### src/sv/sncr_pkg.sv
// shared types and constants for the static nat checksum rewrite block
// no dependencies; used by the channel interfaces and the top level
package sncr_pkg;

   typedef logic [31:0] addr_type;
   typedef logic [15:0] word16_type;
   typedef logic [7:0]  byte_type;
   typedef logic [5:0]  flags_type;

   localparam byte_type PROTO_ICMP = 8'd1;
   localparam byte_type PROTO_TCP  = 8'd6;
   localparam byte_type PROTO_UDP  = 8'd17;

   localparam byte_type ICMP_UNREACHABLE    = 8'd3;
   localparam byte_type ICMP_TTL_EXPIRED    = 8'd11;
   localparam byte_type ICMP_PARAM_PROBLEM  = 8'd12;

   localparam int FLAG_FIRST = 0;
   localparam int FLAG_HW    = 1;
   localparam int FLAG_L4    = 2;
   localparam int FLAG_INNER = 3;
   localparam int FLAG_DNAT  = 4;
   localparam int FLAG_SNAT  = 5;

   localparam word16_type ALL_ONES16 = 16'hFFFF;

endpackage

### src/sv/sncr_req_if.sv
// request channel: one parsed ipv4 header summary per word
// depends on sncr_pkg
interface sncr_req_if import sncr_pkg::*; ();
   logic       valid;
   logic       ready;
   addr_type   old_source;
   addr_type   old_destination;
   addr_type   new_source;
   addr_type   new_destination;
   word16_type header_rest_sum;
   byte_type   protocol;
   flags_type  packet_flags;
   word16_type transport_checksum;
   byte_type   icmp_type;
   addr_type   inner_source;
   addr_type   inner_destination;

   modport source (
      output valid, old_source, old_destination, new_source, new_destination,
             header_rest_sum, protocol, packet_flags, transport_checksum,
             icmp_type, inner_source, inner_destination,
      input  ready
   );
   modport sink (
      input  valid, old_source, old_destination, new_source, new_destination,
             header_rest_sum, protocol, packet_flags, transport_checksum,
             icmp_type, inner_source, inner_destination,
      output ready
   );
endinterface

### src/sv/sncr_rsp_if.sv
// response channel: rewritten checksums and inner addresses per word
// depends on sncr_pkg
interface sncr_rsp_if import sncr_pkg::*; ();
   logic       valid;
   logic       ready;
   word16_type ip_checksum;
   word16_type new_transport_checksum;
   logic       transport_written;
   addr_type   new_inner_source;
   addr_type   new_inner_destination;
   logic       inner_updated;
   logic       status;

   modport source (
      output valid, ip_checksum, new_transport_checksum, transport_written,
             new_inner_source, new_inner_destination, inner_updated, status,
      input  ready
   );
   modport sink (
      input  valid, ip_checksum, new_transport_checksum, transport_written,
             new_inner_source, new_inner_destination, inner_updated, status,
      output ready
   );
endinterface

### src/sv/static_nat_checksum_rewrite_top.sv
// static nat checksum rewrite: three register stages, one word per cycle unless the response channel stalls
// an accepted request moves through the stage 1, 2 and 3 registers; stage 3 drives the response
// each stage loads when empty or when the next stage moves, so bubbles are squeezed out
// reset (synchronous, active high) clears the stage valid bits; payload is not reset
// depends on sncr_pkg, sncr_req_if, sncr_rsp_if
module static_nat_checksum_rewrite_top import sncr_pkg::*; (
   input logic          clock,
   input logic          reset,
   sncr_req_if.sink     req_chan,
   sncr_rsp_if.source   rsp_chan
);

   typedef struct packed {
      logic tcp_wr;
      logic hw;
      logic udp_wr;
      logic icmp_wr;
      logic status;
   } ctl_type;

   function automatic word16_type fold19(input logic [18:0] s);
      logic [16:0] t;
      logic [16:0] u;
      t = {1'b0, s[15:0]} + {14'd0, s[18:16]};
      u = {1'b0, t[15:0]} + {16'd0, t[16]};
      return u[15:0];
   endfunction

   function automatic word16_type oc_add16(input word16_type a, input word16_type b);
      logic [16:0] t;
      logic [16:0] u;
      t = {1'b0, a} + {1'b0, b};
      u = {1'b0, t[15:0]} + {16'd0, t[16]};
      return u[15:0];
   endfunction

   function automatic logic [18:0] sum8(input addr_type a, input addr_type b,
                                        input addr_type c, input addr_type d);
      return 19'(a[31:16]) + 19'(a[15:0]) + 19'(b[31:16]) + 19'(b[15:0])
           + 19'(c[31:16]) + 19'(c[15:0]) + 19'(d[31:16]) + 19'(d[15:0]);
   endfunction

   // stage enables
   logic en1, en2, en3;

   // stage 1
   logic        s1_valid_ff;
   logic [18:0] s1_ipsum_ff,  s1_ipsum_in;
   logic [18:0] s1_delta_ff,  s1_delta_in;
   word16_type  s1_csum_ff;
   ctl_type     s1_ctl_ff,    s1_ctl_in;
   addr_type    s1_is_ff, s1_id_ff, s1_nis_ff, s1_nis_in, s1_nid_ff, s1_nid_in;

   // stage 2
   logic        s2_valid_ff;
   word16_type  s2_ipc_ff,    s2_ipc_in;
   word16_type  s2_delta_ff,  s2_delta_in;
   logic [18:0] s2_inner_ff,  s2_inner_in;
   word16_type  s2_csum_ff;
   ctl_type     s2_ctl_ff;
   addr_type    s2_nis_ff, s2_nid_ff;

   // stage 3 (output)
   logic        s3_valid_ff;
   word16_type  s3_ipc_ff;
   word16_type  s3_tc_ff,     s3_tc_in;
   logic        s3_tw_ff;
   addr_type    s3_nis_ff, s3_nid_ff;
   logic        s3_upd_ff;
   logic        s3_status_ff;

   assign en3 = !s3_valid_ff || rsp_chan.ready;
   assign en2 = !s2_valid_ff || en3;
   assign en1 = !s1_valid_ff || en2;
   assign req_chan.ready = en1;

   // stage 1: decode, address compares, raw sums
   always_comb begin
      logic first, l4, inner, tcp, udp, icmp, icmp_err, inner_proc, dnat_hit, snat_hit;
      first      = req_chan.packet_flags[FLAG_FIRST];
      l4         = req_chan.packet_flags[FLAG_L4];
      inner      = req_chan.packet_flags[FLAG_INNER];
      tcp        = req_chan.protocol == PROTO_TCP;
      udp        = req_chan.protocol == PROTO_UDP;
      icmp       = req_chan.protocol == PROTO_ICMP;
      icmp_err   = req_chan.icmp_type inside {ICMP_UNREACHABLE, ICMP_TTL_EXPIRED,
                                              ICMP_PARAM_PROBLEM};
      inner_proc = first && icmp && icmp_err && inner;
      dnat_hit   = inner_proc && req_chan.packet_flags[FLAG_DNAT]
                   && (req_chan.inner_source == req_chan.old_destination);
      snat_hit   = inner_proc && req_chan.packet_flags[FLAG_SNAT]
                   && (req_chan.inner_destination == req_chan.old_source);

      s1_ipsum_in = 19'(req_chan.header_rest_sum)
                  + 19'(req_chan.new_source[31:16]) + 19'(req_chan.new_source[15:0])
                  + 19'(req_chan.new_destination[31:16])
                  + 19'(req_chan.new_destination[15:0]);
      s1_delta_in = sum8(~req_chan.old_source, ~req_chan.old_destination,
                         req_chan.new_source, req_chan.new_destination);

      s1_nis_in = !inner_proc ? '0 :
                  (dnat_hit ? req_chan.new_destination : req_chan.inner_source);
      s1_nid_in = !inner_proc ? '0 :
                  (snat_hit ? req_chan.new_source : req_chan.inner_destination);

      s1_ctl_in.tcp_wr  = first && tcp && l4;
      s1_ctl_in.hw      = req_chan.packet_flags[FLAG_HW];
      s1_ctl_in.udp_wr  = first && udp && l4 && (req_chan.transport_checksum != '0);
      s1_ctl_in.icmp_wr = dnat_hit || snat_hit;
      s1_ctl_in.status  = first && (((tcp || udp) && !l4) || (icmp && icmp_err && !inner));
   end

   // stage 2: fold ip and delta sums, raw inner sum
   always_comb begin
      s2_ipc_in   = ~fold19(s1_ipsum_ff);
      s2_delta_in = fold19(s1_delta_ff);
      s2_inner_in = sum8(~s1_is_ff, ~s1_id_ff, s1_nis_ff, s1_nid_ff);
   end

   // stage 3: final checksum adjust
   always_comb begin
      word16_type x;
      x = '0;
      s3_tc_in = '0;
      if (s2_ctl_ff.icmp_wr) begin
         s3_tc_in = ~oc_add16(fold19(s2_inner_ff), ~s2_csum_ff);
      end else if (s2_ctl_ff.tcp_wr) begin
         x = oc_add16(s2_delta_ff, s2_ctl_ff.hw ? s2_csum_ff : ~s2_csum_ff);
         s3_tc_in = s2_ctl_ff.hw ? x : ~x;
      end else if (s2_ctl_ff.udp_wr) begin
         x = ~oc_add16(s2_delta_ff, ~s2_csum_ff);
         s3_tc_in = (x == '0) ? ALL_ONES16 : x;
      end
   end

   always_ff @(posedge clock) begin
      if (reset) begin
         s1_valid_ff <= 1'b0;
         s2_valid_ff <= 1'b0;
         s3_valid_ff <= 1'b0;
      end else begin
         if (en1) s1_valid_ff <= req_chan.valid;
         if (en2) s2_valid_ff <= s1_valid_ff;
         if (en3) s3_valid_ff <= s2_valid_ff;
      end
   end

   always_ff @(posedge clock) begin
      if (en1) begin
         s1_ipsum_ff <= s1_ipsum_in;
         s1_delta_ff <= s1_delta_in;
         s1_csum_ff  <= req_chan.transport_checksum;
         s1_ctl_ff   <= s1_ctl_in;
         s1_is_ff    <= req_chan.inner_source;
         s1_id_ff    <= req_chan.inner_destination;
         s1_nis_ff   <= s1_nis_in;
         s1_nid_ff   <= s1_nid_in;
      end
      if (en2) begin
         s2_ipc_ff   <= s2_ipc_in;
         s2_delta_ff <= s2_delta_in;
         s2_inner_ff <= s2_inner_in;
         s2_csum_ff  <= s1_csum_ff;
         s2_ctl_ff   <= s1_ctl_ff;
         s2_nis_ff   <= s1_nis_ff;
         s2_nid_ff   <= s1_nid_ff;
      end
      if (en3) begin
         s3_ipc_ff    <= s2_ipc_ff;
         s3_tc_ff     <= s3_tc_in;
         s3_tw_ff     <= s2_ctl_ff.tcp_wr || s2_ctl_ff.udp_wr || s2_ctl_ff.icmp_wr;
         s3_nis_ff    <= s2_nis_ff;
         s3_nid_ff    <= s2_nid_ff;
         s3_upd_ff    <= s2_ctl_ff.icmp_wr;
         s3_status_ff <= s2_ctl_ff.status;
      end
   end

   assign rsp_chan.valid                  = s3_valid_ff;
   assign rsp_chan.ip_checksum            = s3_ipc_ff;
   assign rsp_chan.new_transport_checksum = s3_tc_ff;
   assign rsp_chan.transport_written      = s3_tw_ff;
   assign rsp_chan.new_inner_source       = s3_nis_ff;
   assign rsp_chan.new_inner_destination  = s3_nid_ff;
   assign rsp_chan.inner_updated          = s3_upd_ff;
   assign rsp_chan.status                 = s3_status_ff;

   // back pressure only when every stage holds a word
   a_full_when_stalled: assert property (@(posedge clock) disable iff (reset)
      !req_chan.ready |-> (s1_valid_ff && s2_valid_ff && s3_valid_ff))
      else $error("input stalled with a free stage");

   a_unwritten_zero: assert property (@(posedge clock) disable iff (reset)
      (s3_valid_ff && !s3_tw_ff) |-> (s3_tc_ff == '0))
      else $error("checksum nonzero while not written");

   a_status_exclusive: assert property (@(posedge clock) disable iff (reset)
      (s3_valid_ff && s3_status_ff) |-> (!s3_tw_ff && !s3_upd_ff))
      else $error("error status with a rewrite");

   a_inner_implies_written: assert property (@(posedge clock) disable iff (reset)
      (s3_valid_ff && s3_upd_ff) |-> s3_tw_ff)
      else $error("inner rewrite without checksum write");

   a_one_hot_kind: assert property (@(posedge clock) disable iff (reset)
      s2_valid_ff |-> $onehot0({s2_ctl_ff.tcp_wr, s2_ctl_ff.udp_wr, s2_ctl_ff.icmp_wr,
                                s2_ctl_ff.status}))
      else $error("conflicting transport kinds");

endmodule
### src/flat_wrapper.sv
// flat-port wrapper written by rule: the top's interface ports become plain ports
module static_nat_checksum_rewrite_top_flat import sncr_pkg::*;
  (clock, reset, req_chan_valid, req_chan_old_source, req_chan_old_destination, req_chan_new_source, req_chan_new_destination, req_chan_header_rest_sum, req_chan_protocol, req_chan_packet_flags, req_chan_transport_checksum, req_chan_icmp_type, req_chan_inner_source, req_chan_inner_destination, req_chan_ready, rsp_chan_valid, rsp_chan_ip_checksum, rsp_chan_new_transport_checksum, rsp_chan_transport_written, rsp_chan_new_inner_source, rsp_chan_new_inner_destination, rsp_chan_inner_updated, rsp_chan_status, rsp_chan_ready);
  sncr_req_if req_chan_i ();
  sncr_rsp_if rsp_chan_i ();
  input logic clock;
  input logic reset;
  input wire logic [$bits(req_chan_i.valid)-1:0] req_chan_valid;
  input wire logic [$bits(req_chan_i.old_source)-1:0] req_chan_old_source;
  input wire logic [$bits(req_chan_i.old_destination)-1:0] req_chan_old_destination;
  input wire logic [$bits(req_chan_i.new_source)-1:0] req_chan_new_source;
  input wire logic [$bits(req_chan_i.new_destination)-1:0] req_chan_new_destination;
  input wire logic [$bits(req_chan_i.header_rest_sum)-1:0] req_chan_header_rest_sum;
  input wire logic [$bits(req_chan_i.protocol)-1:0] req_chan_protocol;
  input wire logic [$bits(req_chan_i.packet_flags)-1:0] req_chan_packet_flags;
  input wire logic [$bits(req_chan_i.transport_checksum)-1:0] req_chan_transport_checksum;
  input wire logic [$bits(req_chan_i.icmp_type)-1:0] req_chan_icmp_type;
  input wire logic [$bits(req_chan_i.inner_source)-1:0] req_chan_inner_source;
  input wire logic [$bits(req_chan_i.inner_destination)-1:0] req_chan_inner_destination;
  output wire logic [$bits(req_chan_i.ready)-1:0] req_chan_ready;
  output wire logic [$bits(rsp_chan_i.valid)-1:0] rsp_chan_valid;
  output wire logic [$bits(rsp_chan_i.ip_checksum)-1:0] rsp_chan_ip_checksum;
  output wire logic [$bits(rsp_chan_i.new_transport_checksum)-1:0] rsp_chan_new_transport_checksum;
  output wire logic [$bits(rsp_chan_i.transport_written)-1:0] rsp_chan_transport_written;
  output wire logic [$bits(rsp_chan_i.new_inner_source)-1:0] rsp_chan_new_inner_source;
  output wire logic [$bits(rsp_chan_i.new_inner_destination)-1:0] rsp_chan_new_inner_destination;
  output wire logic [$bits(rsp_chan_i.inner_updated)-1:0] rsp_chan_inner_updated;
  output wire logic [$bits(rsp_chan_i.status)-1:0] rsp_chan_status;
  input wire logic [$bits(rsp_chan_i.ready)-1:0] rsp_chan_ready;
  assign req_chan_i.valid = req_chan_valid;
  assign req_chan_i.old_source = req_chan_old_source;
  assign req_chan_i.old_destination = req_chan_old_destination;
  assign req_chan_i.new_source = req_chan_new_source;
  assign req_chan_i.new_destination = req_chan_new_destination;
  assign req_chan_i.header_rest_sum = req_chan_header_rest_sum;
  assign req_chan_i.protocol = req_chan_protocol;
  assign req_chan_i.packet_flags = req_chan_packet_flags;
  assign req_chan_i.transport_checksum = req_chan_transport_checksum;
  assign req_chan_i.icmp_type = req_chan_icmp_type;
  assign req_chan_i.inner_source = req_chan_inner_source;
  assign req_chan_i.inner_destination = req_chan_inner_destination;
  assign req_chan_ready = req_chan_i.ready;
  assign rsp_chan_valid = rsp_chan_i.valid;
  assign rsp_chan_ip_checksum = rsp_chan_i.ip_checksum;
  assign rsp_chan_new_transport_checksum = rsp_chan_i.new_transport_checksum;
  assign rsp_chan_transport_written = rsp_chan_i.transport_written;
  assign rsp_chan_new_inner_source = rsp_chan_i.new_inner_source;
  assign rsp_chan_new_inner_destination = rsp_chan_i.new_inner_destination;
  assign rsp_chan_inner_updated = rsp_chan_i.inner_updated;
  assign rsp_chan_status = rsp_chan_i.status;
  assign rsp_chan_i.ready = rsp_chan_ready;
  static_nat_checksum_rewrite_top u_core (.clock(clock), .reset(reset), .req_chan(req_chan_i), .rsp_chan(rsp_chan_i));
endmodule
### config.mk
export PLATFORM = sky130hd
export DESIGN_NAME = static_nat_checksum_rewrite_top_flat
export DESIGN_NICKNAME = d
export VERILOG_FILES = /design/src/sv/sncr_pkg.sv /design/src/sv/sncr_req_if.sv /design/src/sv/sncr_rsp_if.sv /design/src/sv/static_nat_checksum_rewrite_top.sv /design/src/flat_wrapper.sv
export SDC_FILE = /design/constraint.sdc
export NUM_CORES = 1
export LEC_CHECK = 0
export BUFFER_PORTS_ARGS = -buffer_cell sky130_fd_sc_hd__clkbuf_2
export CORE_ASPECT_RATIO = 2
export CORE_MARGIN = 10
export CORE_UTILIZATION = 52
export CTS_CLUSTER_DIAMETER = 50
export DETAILED_ROUTE_END_ITERATION = 7
export PLACE_DENSITY_LB_ADDON = 0.2
export RECOVER_POWER = 100
export SLEW_MARGIN = 20
export SYNTH_ARGS = -nofsm -noshare
export SYNTH_HDL_FRONTEND = slang
export SYNTH_SLANG_ARGS = --single-unit
export TNS_END_PERCENT = 5
### constraint.sdc
create_clock -name clock -period 10.2 [get_ports clock]
set_clock_uncertainty 0.15 [all_clocks]
set_input_delay 2.04 -clock clock [delete_from_list [all_inputs] [get_ports clock]]
set_output_delay 2.04 -clock clock [all_outputs]
set_load 0.01 [all_outputs]
==> flow_summary.yaml <==
drt:
  drt_first_pass_iters: 5
  routed_wl_microns: 98300
  vias_per_cell: 5.58
  drt_iter0_drc: 1323
  wl_per_cell_microns: 26.1
  vias: 21100
  postRouteAntennaNets: 0
  drc: 0
logic_synthesis:
  yosysTopAreaCell: "edfxtp_1"
  syn-num-nets: 3253
  yosysMostFrequentCell: "inv_1"
  synth.area.top_cells: "edfxtp_1, fa_1, ha_1"
  yosysWarnings: 0
  syn-mean-instance-area_sq_um: 11.1
  ys_seq_elements: 425
  syn_inst: 2625
  ys_types: 80
  synth_common_cells: "inv_1, edfxtp_1, xnor2_1"
  synth_seq_area_share: 0.436
  syn_area_sq_mm: 0.0292
  synth_ff_type: "edfxtp_1"
  synth_edf_count: 422
  synth_top_area_share: 0.434
  ys_async_sr_fraction: 0
worst_setup_path:
  ff2ff_path_depth: 27
  crit_end: "u_core.s1_id_ff[14]$_DFFE_PP_"
  critPathMostFrequentCell: "clkbuf_2"
  crit_path_max_fanout: 74
  worstPathArrival_ns: 8.43
  cpLargestDelayFamily: "buffers and inverters"
  max_stage_delay_ns: 2.30
  r2r_end: "u_core.rsp_chan.new_transport_checksum[8]$_DFFE_PP_"
  worst_setup_path_start_kind: "primary input"
  ff2ff_setup_slack_ns: 2.60
  crit_chain: "clkbuf_2 > nor2b_1 > and2_0 > nand2_1 > clkbuf_1 > clkbuf_2"
  crit_type: "in2reg"
  crit_start: "rsp_chan_ready"
  crit_buf_inv: 3
  crit_cells: 6
  cp-end-kind: "flop"
  critPathSlowestCell: "clkbuf_1"
  r2r-start: "u_core.s2_inner_ff[16]$_DFFE_PP_"
  crit_required_ns: 10.21
die:
  io_pins: 351
  die_w_microns: 188
  die_h_microns: 355
  core-area_sq_mm: 0.0556
  row_count: 122
  dieArea_sq_mm: 0.0666
  start_util: 0.526
sta:
  hold_viol_final: 0
  worst_hold_slack_ns: 0.262
  slew_violations: 532
  setup_violations: 0
  rsz0062_at_grt: "false"
  fmax_ghz: 0.119
  max_slew_margin: -1.45
  layout_min_cycle_time_ns: 8.42
  fin_setup_tns_ns: 0
  tightest_slew_ns: 3.67
  fin_crit_sh: 0.826
power_and_ir_drop:
  seqPwrFrac: 0.277
  p_sw_w: 0.00403
  combPwrFrac: 0.542
  power.internal_w: 0.00542
  p_leak_nw: 14.4
  switching_share: 0.426
  powerDensity_mw_per_mm2: 285
  vdd_drop_max_uv: 193
  p_clk_frac: 0.181
clock_tree:
  cts_root_buffer: "clkbuf_16"
  cts_max_level: 2
  cts-buffers-inserted: 41
  cts_buffer_depth: 3
  cts_resized: 0
  cts.sinks: 425
  post-cts-setup-buffer-count: 0
  clk_latency_ns: 0.60
  clkTransAtPathRegs_ns: 0.07
  cts_tree: "done"
  postCtsHoldBufs: 0
layout:
  final_util: 0.596
  stdcell_count: 3773
  fin_area_sq_mm: 0.0331
  finalNetCount: 3617
  area_growth_pct: 13.4
  layout-drive-gt1-share: 0.0874
global_route:
  grt_max_degree: 75
  globalRouteTotalUtil: 0.292
  first_global_vias: 22800
  antenna_found_initial: 13
  grt_first_pass_wirelength_microns: 142000
  grt_overflow: 0
job:
  timing.max_cap.violations: 9
placement:
  dp.cells: 3690
  dp_hpwl_microns: 83200
  gp_congestion: 0.969
  place_area_sq_mm: 0.0319
  numPortBuffers: 350
min_path:
  hold_class: "reg2reg"
status:
  violations: "capacitance limit, slew limit"
  status: "complete, but fails checks"
-- metal layers --
metal | global-route usage | wire (microns) | vias to the layer above
met5 | 0 | 69 | -
met4 | 0.216 | 8470 | 10
met3 | 0.0549 | 5900 | 263
met2 | 0.546 | 52100 | 841
met1 | 0.278 | 31800 | 10300
li1 | - | - | 9637
-- worst reg2reg max path, stage by stage, from the launching register on --
cell,delay [ns]
edfxtp_1,0.49
ha_1,0.22
inv_1,0.06
fa_1,0.41
inv_1,0.07
a21oi_1,0.14
or3_1,0.60
nor2_1,0.21
ha_1,0.20
nand3_1,0.14
or3b_2,0.54
a21boi_0,0.30
a21oi_1,0.09
ha_1,0.24
or4_1,0.42
o21a_1,0.14
a31oi_1,0.24
o21ai_0,0.37
o41ai_1,0.58
nor2b_1,0.10
o21ai_0,0.17
nand2b_1,0.13
ha_1,0.27
ha_1,0.24
nand2_1,0.17
nor3_1,0.10
xor2_1,0.19
a221o_1,0.38
-- logic make-up after synthesis --
logic type / synth area share
AOI/OAI and AO/OA: 0.0943
xor gates and xnor gates: 0.0952
and+or+nand+nor: 0.0955
adders and majority gates: 0.213
DFF: 0.436
buffers and inverters: 0.0650
muxes: 0.00107
-- metrics by stage --
| step | setup slack [ns] | power, W |
|---|---|---|
| finish | 1.78 | 0.00945 |
| floorplan | 1.75 | 0.00612 |
| detailed placement | 1.53 | 0.00772 |
| global route | 1.25 | 0.0100 |
| CTS | 2.10 | 0.00946 |
| global placement | 1.70 | 0.00761 |
-- power by group through the flow --
stage / logic [W] / clock network, W / registers [W]
after floorplan: 0.00358 / 0 / 0.00254
after global placement: 0.00497 / 0 / 0.00265
after detailed placement: 0.00507 / 0 / 0.00265
after CTS: 0.00510 / 0.00174 / 0.00262
after global routing: 0.00558 / 0.00180 / 0.00264
final: 0.00512 / 0.00171 / 0.00262
-- worst min-delay path by stage --
stage	cells past startpoint	to	start
finish	0	u_core.s2_ctl_ff[2]$_DFFE_PP_	u_core.s1_ctl_ff[2]$_DFFE_PP_
global route	0	u_core.rsp_chan.ip_checksum[3]$_DFFE_PP_	u_core.s2_ipc_ff[3]$_DFFE_PP_
CTS	0	u_core.s2_ctl_ff[2]$_DFFE_PP_	u_core.s1_ctl_ff[2]$_DFFE_PP_
detailed placement	0	u_core.rsp_chan.ip_checksum[6]$_DFFE_PP_	u_core.s2_ipc_ff[6]$_DFFE_PP_
global placement	0	u_core.rsp_chan.new_inner_source[1]$_DFFE_PP_	u_core.s2_nis_ff[1]$_DFFE_PP_
floorplan	0	u_core.rsp_chan.ip_checksum[0]$_DFFE_PP_	u_core.s2_ipc_ff[0]$_DFFE_PP_
-- cells in the final DEF, fill, tap and decap left out, types with 16 or more instances in the layout --
cell type,Yosys,final
nor2b_1,25,25
nand2_1,221,221
xor2_1,77,77
nor3_1,35,35
o21ai_0,118,118
nor2_1,112,112
clkbuf_2,0,167
and3_1,18,18
xnor2_1,236,236
nand4_1,28,28
fa_1,197,197
inv_1,460,458
o21bai_1,24,24
nand3_1,50,50
ha_1,181,181
o21a_1,23,23
nor4_1,16,16
a21o_1,33,33
clkbuf_16,0,41
clkbuf_1,37,199
edfxtp_1,422,422
a21oi_1,100,100
-- registers in the layout (all words and copies together), names as in the netlist, 19 cells and up --
name,flops
u_core.rsp_chan.new_inner_destination,32
u_core.rsp_chan.new_inner_source,32
u_core.s1_id_ff,32
u_core.s1_is_ff,32
u_core.s1_nid_ff,32
u_core.s1_nis_ff,32
u_core.s2_nid_ff,32
u_core.s2_nis_ff,32
u_core.s1_delta_ff,19
u_core.s1_ipsum_ff,19
u_core.s2_inner_ff,19
-- area by class of cell --
| class | instances | area (sq um) |
|---|---|---|
| Timing Repair Buffer | 364 | 1580 |
| Clock inverter | 28 | 458 |
| Clock buffer | 48 | 1080 |
| Sequential cell | 425 | 12700 |
| Fill cell | 4771 | 22500 |
| Multi-Input combinational cell | 1697 | 14600 |
| Tap cell | 744 | 931 |
| Inverter | 460 | 1730 |
| Antenna cell | 7 | 17.5 |
Power figures use the tool's default switching activity.
